[src/hdl/serial_phrase_trigger_responder_macros.svh]
// Assertion macros used by the file that carries concurrent checks.
`ifndef SERIAL_PHRASE_TRIGGER_RESPONDER_MACROS_SVH
`define SERIAL_PHRASE_TRIGGER_RESPONDER_MACROS_SVH

// Same-cycle implication, sampled on clk and off while rst is high.
`define SPT_ASSERT_NOW(label, ante, cons) \
  label: assert property (@(posedge clk) disable iff (rst) (ante) |-> (cons)) \
    else $error("spt assertion failed");

// Next-cycle implication, sampled on clk and off while rst is high.
`define SPT_ASSERT_NEXT(label, ante, cons) \
  label: assert property (@(posedge clk) disable iff (rst) (ante) |=> (cons)) \
    else $error("spt assertion failed");

`endif

[src/hdl/spt_pkg.sv]
package spt_pkg;

  localparam int unsigned PHRASE_CHARS = 45;
  localparam logic [8*PHRASE_CHARS-1:0] PHRASE_STR =
    "Use the ^ and v keys to change the selection.";

  localparam logic [7:0] KEY_DOWN  = 8'h76;
  localparam logic [7:0] KEY_ENTER = 8'h0D;

  localparam logic [15:0] BIT_TICKS_RESET = 16'd104;

  // Register index, taken from paddr[2].
  localparam logic REG_BIT_TICKS = 1'b0;

  typedef struct packed {
    logic       tx_level;
    logic       byte_done;
    logic [7:0] rx_byte;
    logic       phrase_hit;
  } spt_result_t;

  // Character at a position of the phrase, oldest first; zero past its end.
  function automatic logic [7:0] phrase_char(input int unsigned idx);
    if (idx < PHRASE_CHARS) begin
      return PHRASE_STR[8*(PHRASE_CHARS-1-idx) +: 8];
    end else begin
      return 8'h00;
    end
  endfunction

endpackage

[src/hdl/spt_cell.sv]
module spt_cell (
  input  logic       clk,
  input  logic       rst,
  input  logic       shift_en,
  input  logic [7:0] din,
  input  logic [7:0] cmp,
  output logic [7:0] dout,
  output logic       eq
);

  // eq tells whether the held byte matches the phrase character of the
  // position that this byte moves into on the next shift.
  always_ff @(posedge clk) begin
    if (rst) begin
      dout <= 8'h00;
      eq   <= (cmp == 8'h00);
    end else if (shift_en) begin
      dout <= din;
      eq   <= (din == cmp);
    end
  end

endmodule

[src/hdl/spt_window.sv]
module spt_window #(
  parameter int unsigned LEN = 45
) (
  input  logic       clk,
  input  logic       rst,
  input  logic       shift_en,
  input  logic [7:0] new_byte,
  output logic       hit
);
  import spt_pkg::*;

  logic [7:0] cell_byte [LEN];
  logic [LEN-1:0] cell_eq;

  for (genvar i = 0; i < LEN; i++) begin : g_cell
    logic [7:0] din;
    if (i == LEN - 1) begin : g_last
      assign din = new_byte;
    end else begin : g_mid
      assign din = cell_byte[i+1];
    end
    spt_cell u_cell (
      .clk      (clk),
      .rst      (rst),
      .shift_en (shift_en),
      .din      (din),
      .cmp      (phrase_char((i == 0) ? 0 : i - 1)),
      .dout     (cell_byte[i]),
      .eq       (cell_eq[i])
    );
  end

  // The window after the push matches if every held byte but the oldest
  // matches one place further along and the arriving byte matches the end.
  logic tail_ok;
  logic rest_ok;
  assign tail_ok = (new_byte == phrase_char(LEN - 1));

  if (LEN > 1) begin : g_rest
    assign rest_ok = &cell_eq[LEN-1:1];
  end else begin : g_single
    assign rest_ok = cell_eq[0] | 1'b1;
  end

  assign hit = tail_ok & rest_ok;

endmodule

[src/hdl/spt_out_buf.sv]
module spt_out_buf (
  input  logic                 clk,
  input  logic                 rst,
  input  logic                 push,
  input  spt_pkg::spt_result_t push_data,
  output logic                 push_ready,
  output logic                 out_valid,
  input  logic                 out_ready,
  output spt_pkg::spt_result_t out_data
);
  import spt_pkg::*;

  logic        main_valid;
  logic        skid_valid;
  spt_result_t main_data;
  spt_result_t skid_data;
  logic        pop;

  assign push_ready = !skid_valid;
  assign out_valid  = main_valid;
  assign out_data   = main_data;
  assign pop        = main_valid && out_ready;

  always_ff @(posedge clk) begin
    if (rst) begin
      main_valid <= 1'b0;
      skid_valid <= 1'b0;
    end else if (pop) begin
      if (skid_valid) begin
        main_valid <= 1'b1;
        skid_valid <= 1'b0;
      end else begin
        main_valid <= push;
      end
    end else if (push) begin
      if (!main_valid) begin
        main_valid <= 1'b1;
      end else begin
        skid_valid <= 1'b1;
      end
    end
  end

  always_ff @(posedge clk) begin
    if (pop) begin
      if (skid_valid) begin
        main_data <= skid_data;
      end else if (push) begin
        main_data <= push_data;
      end
    end else if (push) begin
      if (!main_valid) begin
        main_data <= push_data;
      end else begin
        skid_data <= push_data;
      end
    end
  end

endmodule

[src/hdl/serial_phrase_trigger_responder.sv]
// Channel  | Handshake            | Beat fields
// ---------+----------------------+-------------------------------------------
// input    | in_valid / in_ready  | rx_level, switch_level
// output   | out_valid / out_ready| tx_level, byte_done, rx_byte, phrase_hit
// config   | APB psel / penable   | paddr, pwdata, prdata (bit_ticks at 0x0)
//
// One beat is taken per clock while in_ready is high; its result is registered.
// The receive window is a row of byte cells that shift once per received byte.
// Reset (rst, synchronous) clears the window to zero bytes and bit_ticks to 104.
// A two-entry output buffer lets one more beat in while a result is stalled;
// in_ready falls only when both entries are full.
`include "serial_phrase_trigger_responder_macros.svh"

module serial_phrase_trigger_responder #(
  parameter int unsigned PHRASE_LEN = 45
) (
  input  logic        clk,
  input  logic        rst,
  input  logic        in_valid,
  output logic        in_ready,
  input  logic        rx_level,
  input  logic        switch_level,
  output logic        out_valid,
  input  logic        out_ready,
  output logic        tx_level,
  output logic        byte_done,
  output logic [7:0]  rx_byte,
  output logic        phrase_hit,
  input  logic        psel,
  input  logic        penable,
  input  logic        pwrite,
  input  logic [2:0]  paddr,
  input  logic [31:0] pwdata,
  output logic [31:0] prdata,
  output logic        pready
);
  import spt_pkg::*;

  typedef enum logic [1:0] {
    MODE_IDLE,
    MODE_CONFIRM,
    MODE_RECEIVE,
    MODE_SEND
  } mode_t;

  logic [15:0] bit_ticks;
  mode_t       mode, mode_next;
  logic [15:0] tick_count, tick_count_next;
  logic [3:0]  bit_count, bit_count_next;
  logic [7:0]  shift_byte, shift_byte_next;
  logic [1:0]  reply_index, reply_index_next;
  logic        reply_long, reply_long_next;

  logic        step_en;
  logic        push;
  logic        win_hit;
  spt_result_t res;
  spt_result_t out_data;

  // Configuration port.
  assign pready = 1'b1;
  always_ff @(posedge clk) begin
    if (rst) begin
      bit_ticks <= BIT_TICKS_RESET;
    end else if (psel && penable && pwrite && (paddr[2] == REG_BIT_TICKS)) begin
      bit_ticks <= pwdata[15:0];
    end
  end
  assign prdata = (paddr[2] == REG_BIT_TICKS) ? {16'h0000, bit_ticks} : 32'h0;

  // Timing limits; zero values act as one tick.
  logic [16:0] period;
  logic [16:0] half;
  logic [16:0] tick_inc;
  logic [4:0]  bit_inc;
  logic [2:0]  tx_sel;
  logic [7:0]  reply_byte;

  assign period   = (bit_ticks == 16'd0) ? 17'd1 : {1'b0, bit_ticks};
  assign half     = (bit_ticks[15:1] == 15'd0) ? 17'd1 : {2'b00, bit_ticks[15:1]};
  assign tick_inc = {1'b0, tick_count} + 17'd1;
  assign bit_inc  = {1'b0, bit_count} + 5'd1;
  assign tx_sel   = bit_count[2:0] - 3'd1;
  assign reply_byte = (reply_long && (reply_index != 2'd3)) ? KEY_DOWN : KEY_ENTER;

  always_comb begin
    mode_next        = mode;
    tick_count_next  = tick_count;
    bit_count_next   = bit_count;
    shift_byte_next  = shift_byte;
    reply_index_next = reply_index;
    reply_long_next  = reply_long;
    push             = 1'b0;
    res.tx_level     = 1'b1;
    res.byte_done    = 1'b0;
    res.rx_byte      = 8'h00;
    res.phrase_hit   = 1'b0;
    unique case (mode)
      MODE_IDLE: begin
        if (!rx_level) begin
          mode_next       = MODE_CONFIRM;
          tick_count_next = 16'd0;
        end
      end
      MODE_CONFIRM: begin
        tick_count_next = tick_inc[15:0];
        if (tick_inc >= half) begin
          tick_count_next = 16'd0;
          bit_count_next  = 4'd0;
          mode_next       = rx_level ? MODE_IDLE : MODE_RECEIVE;
        end
      end
      MODE_RECEIVE: begin
        tick_count_next = tick_inc[15:0];
        if (tick_inc >= period) begin
          tick_count_next = 16'd0;
          if (bit_count < 4'd8) begin
            shift_byte_next = {rx_level, shift_byte[7:1]};
            bit_count_next  = bit_inc[3:0];
          end else begin
            bit_count_next = 4'd0;
            res.byte_done  = 1'b1;
            res.rx_byte    = shift_byte;
            push           = 1'b1;
            mode_next      = MODE_IDLE;
            if (win_hit) begin
              res.phrase_hit   = 1'b1;
              reply_long_next  = switch_level;
              reply_index_next = 2'd0;
              mode_next        = MODE_SEND;
            end
          end
        end
      end
      MODE_SEND: begin
        if (bit_count == 4'd0) begin
          res.tx_level = 1'b0;
        end else if (bit_count <= 4'd8) begin
          res.tx_level = reply_byte[tx_sel];
        end
        tick_count_next = tick_inc[15:0];
        if (tick_inc >= period) begin
          tick_count_next = 16'd0;
          bit_count_next  = bit_inc[3:0];
          if (bit_inc >= 5'd10) begin
            bit_count_next = 4'd0;
            if (!reply_long || (reply_index == 2'd3)) begin
              reply_index_next = 2'd0;
              mode_next        = MODE_IDLE;
            end else begin
              reply_index_next = reply_index + 2'd1;
            end
          end
        end
      end
      default: begin
        mode_next = MODE_IDLE;
      end
    endcase
  end

  always_ff @(posedge clk) begin
    if (rst) begin
      mode        <= MODE_IDLE;
      tick_count  <= 16'd0;
      bit_count   <= 4'd0;
      shift_byte  <= 8'h00;
      reply_index <= 2'd0;
      reply_long  <= 1'b0;
    end else if (step_en) begin
      mode        <= mode_next;
      tick_count  <= tick_count_next;
      bit_count   <= bit_count_next;
      shift_byte  <= shift_byte_next;
      reply_index <= reply_index_next;
      reply_long  <= reply_long_next;
    end
  end

  assign step_en = in_valid && in_ready;

  spt_window #(
    .LEN (PHRASE_LEN)
  ) u_window (
    .clk      (clk),
    .rst      (rst),
    .shift_en (step_en && push),
    .new_byte (shift_byte),
    .hit      (win_hit)
  );

  spt_out_buf u_out_buf (
    .clk        (clk),
    .rst        (rst),
    .push       (step_en),
    .push_data  (res),
    .push_ready (in_ready),
    .out_valid  (out_valid),
    .out_ready  (out_ready),
    .out_data   (out_data)
  );

  assign tx_level   = out_data.tx_level;
  assign byte_done  = out_data.byte_done;
  assign rx_byte    = out_data.rx_byte;
  assign phrase_hit = out_data.phrase_hit;

  `SPT_ASSERT_NOW(a_hit_has_byte, step_en && res.phrase_hit, res.byte_done)
  `SPT_ASSERT_NOW(a_no_rx_in_send, step_en && (mode == MODE_SEND), !res.byte_done)
  `SPT_ASSERT_NEXT(a_hit_starts_send, step_en && res.phrase_hit, mode == MODE_SEND)

endmodule

[config.mk]
export PLATFORM = sky130hd
export DESIGN_NAME = serial_phrase_trigger_responder
export DESIGN_NICKNAME = d
export VERILOG_FILES = /design/src/hdl/spt_pkg.sv /design/src/hdl/spt_cell.sv /design/src/hdl/spt_window.sv /design/src/hdl/spt_out_buf.sv /design/src/hdl/serial_phrase_trigger_responder.sv
export VERILOG_INCLUDE_DIRS = /design/src /design/src/hdl
export SDC_FILE = /design/constraint.sdc
export NUM_CORES = 1
export LEC_CHECK = 0
export BUFFER_PORTS_ARGS = -buffer_cell sky130_fd_sc_hd__buf_2
export CAP_MARGIN = 10
export CELL_PAD_IN_SITES_DETAIL_PLACEMENT = 2
export CELL_PAD_IN_SITES_GLOBAL_PLACEMENT = 2
export CORE_MARGIN = 4
export CORE_UTILIZATION = 40
export CTS_CLUSTER_DIAMETER = 100
export DETAILED_ROUTE_END_ITERATION = 12
export PLACE_DENSITY_LB_ADDON = 0.05
export SYNTH_ARGS = -nofsm -noshare
export SYNTH_HDL_FRONTEND = slang
export SYNTH_SLANG_ARGS = --single-unit
export TNS_END_PERCENT = 100
[constraint.sdc]
create_clock -name clk -period 8.9 [get_ports clk]
set_clock_uncertainty 0.05 [all_clocks]
set_input_delay 1.78 -clock clk [delete_from_list [all_inputs] [get_ports clk]]
set_output_delay 1.78 -clock clk [all_outputs]
set_load 0.01 [all_outputs]
==> reports/qor.log <==
INFO  run_status     outcome=finished, final reports clean
INFO  place          finalWeightedCongestion=0.791
INFO  place          io_buffer_count=54
INFO  floorplanning  initial_core_utilization=40.6%
INFO  sta            period_needed=5410ps
INFO  worst_setup_path cp_slowest_stage_delay=960ps
INFO  detailed_routing post_drt_via_cell_ratio=5.32
INFO  clocking       insertion_delay=580ps
INFO  clocking       post_cts.repair.setup_buffers=0
INFO  sta            timing_worst_slew_pin_value=1210ps
INFO  worst_setup_path crit_cells=13
INFO  sta            max_freq=185MHz
INFO  detailed_routing detailroute.via_count=15405
INFO  sta            finalSetupViolations=0
INFO  detailed_routing avgRoutedWirePerCell=17.5um
INFO  clocking       cts.sinks=461
INFO  global_route   antenna_violations_before_repair=0
INFO  clocking       cts_max_level=2
INFO  clocking       clock_tree.root_cell=sky130_fd_sc_hd__clkbuf_16
INFO  global_route   grt_pass1_vias=16309
INFO  worst_setup_path worstPathCellList=ha_1 -> and4_4 -> nand2_1 -> xnor2_1 -> ha_1 -> a211oi_1 -> nor2_1 -> a2111oi_1 -> o211a_4 -> or3_4 -> buf_12 -> or3_1 -> a21oi_1
INFO  yosys          synth-async-reset-ratio=0%
INFO  worst_setup_path timing.reg2reg.worst_path_depth=13
INFO  yosys          synth.ff_latch_count=461
INFO  detailed_routing routed_wl=50600um
INFO  final_layout   drive_above_1_share=6.88%
INFO  hold_path      min-delay-path-class=flop to flop
INFO  detailed_routing route.detailed.drc=0
INFO  floorplanning  fp.coreArea=0.0456sqmm
INFO  sta            drv_slew=0
INFO  floorplanning  placement_rows=78
INFO  yosys          synth_top_flop_cell=sky130_fd_sc_hd__dfxtp_1
INFO  yosys          yosysWarnings=0
INFO  yosys          postSynthAreaPerCell=8.08squm
INFO  sta            fin_crit_sh=60.8%
INFO  worst_setup_path setup.worst_path.end_class=flop
INFO  worst_setup_path crit_fanout=208
INFO  job            cap_violations=0
INFO  sta            setup_repair_after_global_routing_missed_its_margin=no
INFO  yosys          syn_inst=2290
INFO  sta            final.hold.worst_slack=405ps
INFO  global_route   globalRouteOverflowTotal=0
INFO  clocking       cts_hold_buf=0
INFO  detailed_routing drt_iter0_drc=733
INFO  floorplanning  top_level_ports=90
INFO  clocking       cts_max_path_buffers=3
INFO  worst_setup_path cp_data_arrival_time=5790ps
INFO  sta            finalSetupTns=0ps
INFO  worst_setup_path most_prevalent_standard_cell_on_the_critical_path=sky130_fd_sc_hd__ha_1
INFO  floorplanning  fp.dieArea=0.0497sqmm
INFO  power_and_ir_drop peakVddDrop=0.000139V
INFO  yosys          syn_area=0.0185sqmm
INFO  final_layout   areaGrowthSynthToFinish=11.1%
INFO  clocking       post_cts_resized=0
INFO  global_route   grt_pass1_wl=84000um
INFO  clocking       cts_buffers=50
INFO  power_and_ir_drop p_per_area=206mW/mm^2
INFO  yosys          synth.yosys.seq_area_share=51.1%
INFO  yosys          ys_types=56
INFO  sta            report.final.hold_viol_count=0
INFO  hold_path      hold_path_startpoint=u_window.g_cell[10].u_cell.eq$_SDFFE_PP0P_
INFO  global_route   grt_use_total=19.7%
INFO  worst_setup_path cpLargestDelayFamily=compound AO/OA/AOI/OAI gates
INFO  power_and_ir_drop total_leakage_power=0.00683uW
INFO  sta            max_slew_margin=19.4%
INFO  yosys          number_of_flops_mapped_to_enable_cells_by_yosys=22
INFO  global_route   pin_count_of_the_biggest_net_entering_global_routing=217
INFO  worst_setup_path critPathLaunch=tick_count[0]$_SDFFE_PP0P_
INFO  final_layout   layout.nets=2343
INFO  clocking       tritoncts=done
INFO  floorplanning  die_height=223um
INFO  detailed_routing detail-route-antenna-nets=0
INFO  worst_setup_path rr_startpoint=tick_count[0]$_SDFFE_PP0P_
INFO  hold_path      min_path_cells=2
INFO  detailed_routing first_pass_iters=4
INFO  worst_setup_path cp_slowest_cell=sky130_fd_sc_hd__a2111oi_1
INFO  worst_setup_path setup.worst_path.start_class=flop
INFO  place          post-dp-hpwl=31800um
INFO  clocking       cts.reportedPaths.clkPinSlew=60ps
INFO  floorplanning  die_width=223um
INFO  worst_setup_path critPathRequiredTime=9280ps
INFO  worst_setup_path criticalPathCategory=flop to flop
INFO  worst_setup_path cp_num_buf_inv=1
worst min-delay path, stage by stage, from the launching register on:
cell	delay, ps
sky130_fd_sc_hd__dfxtp_1	310
sky130_fd_sc_hd__nand2_1	50
sky130_fd_sc_hd__a21oi_1	50
layout make-up:
type | count | area, sq um
antenna | 1 | 2.50
clock buffer | 72 | 1460
clock inverter | 16 | 159
fill | 5155 | 25000
inverter | 40 | 150
multi-input combinational | 1644 | 8190
sequential | 461 | 9450
tap | 600 | 751
timing repair buffer | 63 | 385
Yosys cell counts, drive strengths merged, types with 2 or more instances:
master   count  area share, %
nand2      810             16
dfxtp      439             48
a21oi      417             11
clkbuf      82            1.7
buf         78            2.5
nand3       54            1.5
nor2        47           0.95
inv         40           0.81
ha          39            2.6
nor4bb      26            1.4
nor4        24           0.81
edfxtp      22            3.6
nand4       21           0.71
nor4b       18           0.85
nor3        16           0.49
o21ai       14           0.38
mux2i       13           0.70
a22o        11           0.52
mux2        10           0.61
nand4b      10           0.47
and2         9           0.30
and3         9           0.30
and4b        9           0.49
o211ai       8           0.32
xnor2        8           0.38
a21o         7           0.28
and4         5           0.25
nand2b       5           0.17
or3          5           0.17
a2111oi      4           0.23
a211oi       4           0.16
nor2b        4           0.14
or2          3           0.10
xor2         3           0.14
conb         2          0.041
o21a         2          0.081
sequential cells by signal (all words and copies together) (netlist names), 4 cells and up:
register	cells
u_out_buf.out_data	11
u_window.g_cell.u_cell.eq	44
u_window.g_cell.u_cell.dout	344
shift_byte	8
bit_count	4
u_out_buf.skid_data	11
bit_ticks	16
tick_count	16
path summary, 6_finish.rpt:
check	slack [ps]	end
max	3490	u_window.g_cell[23].u_cell.eq$_SDFFE_PP0P_
min	410	u_window.g_cell[10].u_cell.eq$_SDFFE_PP0P_
max reg2reg	3490	u_window.g_cell[23].u_cell.eq$_SDFFE_PP0P_
min reg2reg	410	u_window.g_cell[10].u_cell.eq$_SDFFE_PP0P_
metal layers:
metal | up-vias | global-route usage [%] | wire length [um]
met4 | 0 | 4.04 | 788
li1 | 7591 | - | -
met1 | 7638 | 26.3 | 24200
met5 | - | 0 | 0
met2 | 115 | 34.2 | 24400
met3 | 61 | 3.08 | 1190
cells in the final DEF, fill, tap and decap left out, types with 15 or more instances in the layout:
master,n
sky130_fd_sc_hd__nand2_1,810
sky130_fd_sc_hd__nand3_1,54
sky130_fd_sc_hd__ha_1,39
sky130_fd_sc_hd__edfxtp_1,22
sky130_fd_sc_hd__nor4_1,24
sky130_fd_sc_hd__inv_1,40
sky130_fd_sc_hd__dfxtp_1,439
sky130_fd_sc_hd__a21oi_1,417
sky130_fd_sc_hd__nor4bb_1,26
sky130_fd_sc_hd__nor4b_1,18
sky130_fd_sc_hd__nor3_1,15
sky130_fd_sc_hd__conb_1,17
sky130_fd_sc_hd__buf_2,53
sky130_fd_sc_hd__nand4_1,21
sky130_fd_sc_hd__clkbuf_16,51
sky130_fd_sc_hd__nor2_1,47
power breakdown:
group / total, uW / switching (uW) / internal, uW
clock: 2060 / 845 / 1220
combinational: 87.1 / 67.4 / 19.7
sequential: 2090 / 6.69 / 2090
total: 4240 / 919 / 3320
logic make-up (layout without fill, tap and decap cells):
group | after synthesis | after routing | synth area share (%)
simple gates | 1077 | 1077 | 25.6
compound gates | 476 | 476 | 13.8
flops | 461 | 461 | 51.1
buf+inv | 200 | 191 | 4.93
fa+ha+maj | 40 | 40 | 2.69
mux | 23 | 23 | 1.31
xor+xnor | 11 | 11 | 0.521
other cells | 2 | 18 | 0.0406
metrics by stage:
step / setup slack, ps / total power (uW) / instances / cell area, sq um / util (%)
floorplan: 4670 / 2200 / 2305 / 18600 / -
global placement: 3790 / 2220 / 2808 / 18900 / 41.5
detailed placement: 3590 / 2230 / 2808 / 18900 / 41.5
CTS: 3550 / 4310 / 2896 / 20500 / 45.1
global route: 3170 / 4410 / 2896 / 20500 / 45.1
finish: 3490 / 4240 / 2897 / 20500 / 45.1
(Power assumes the default switching activity.)
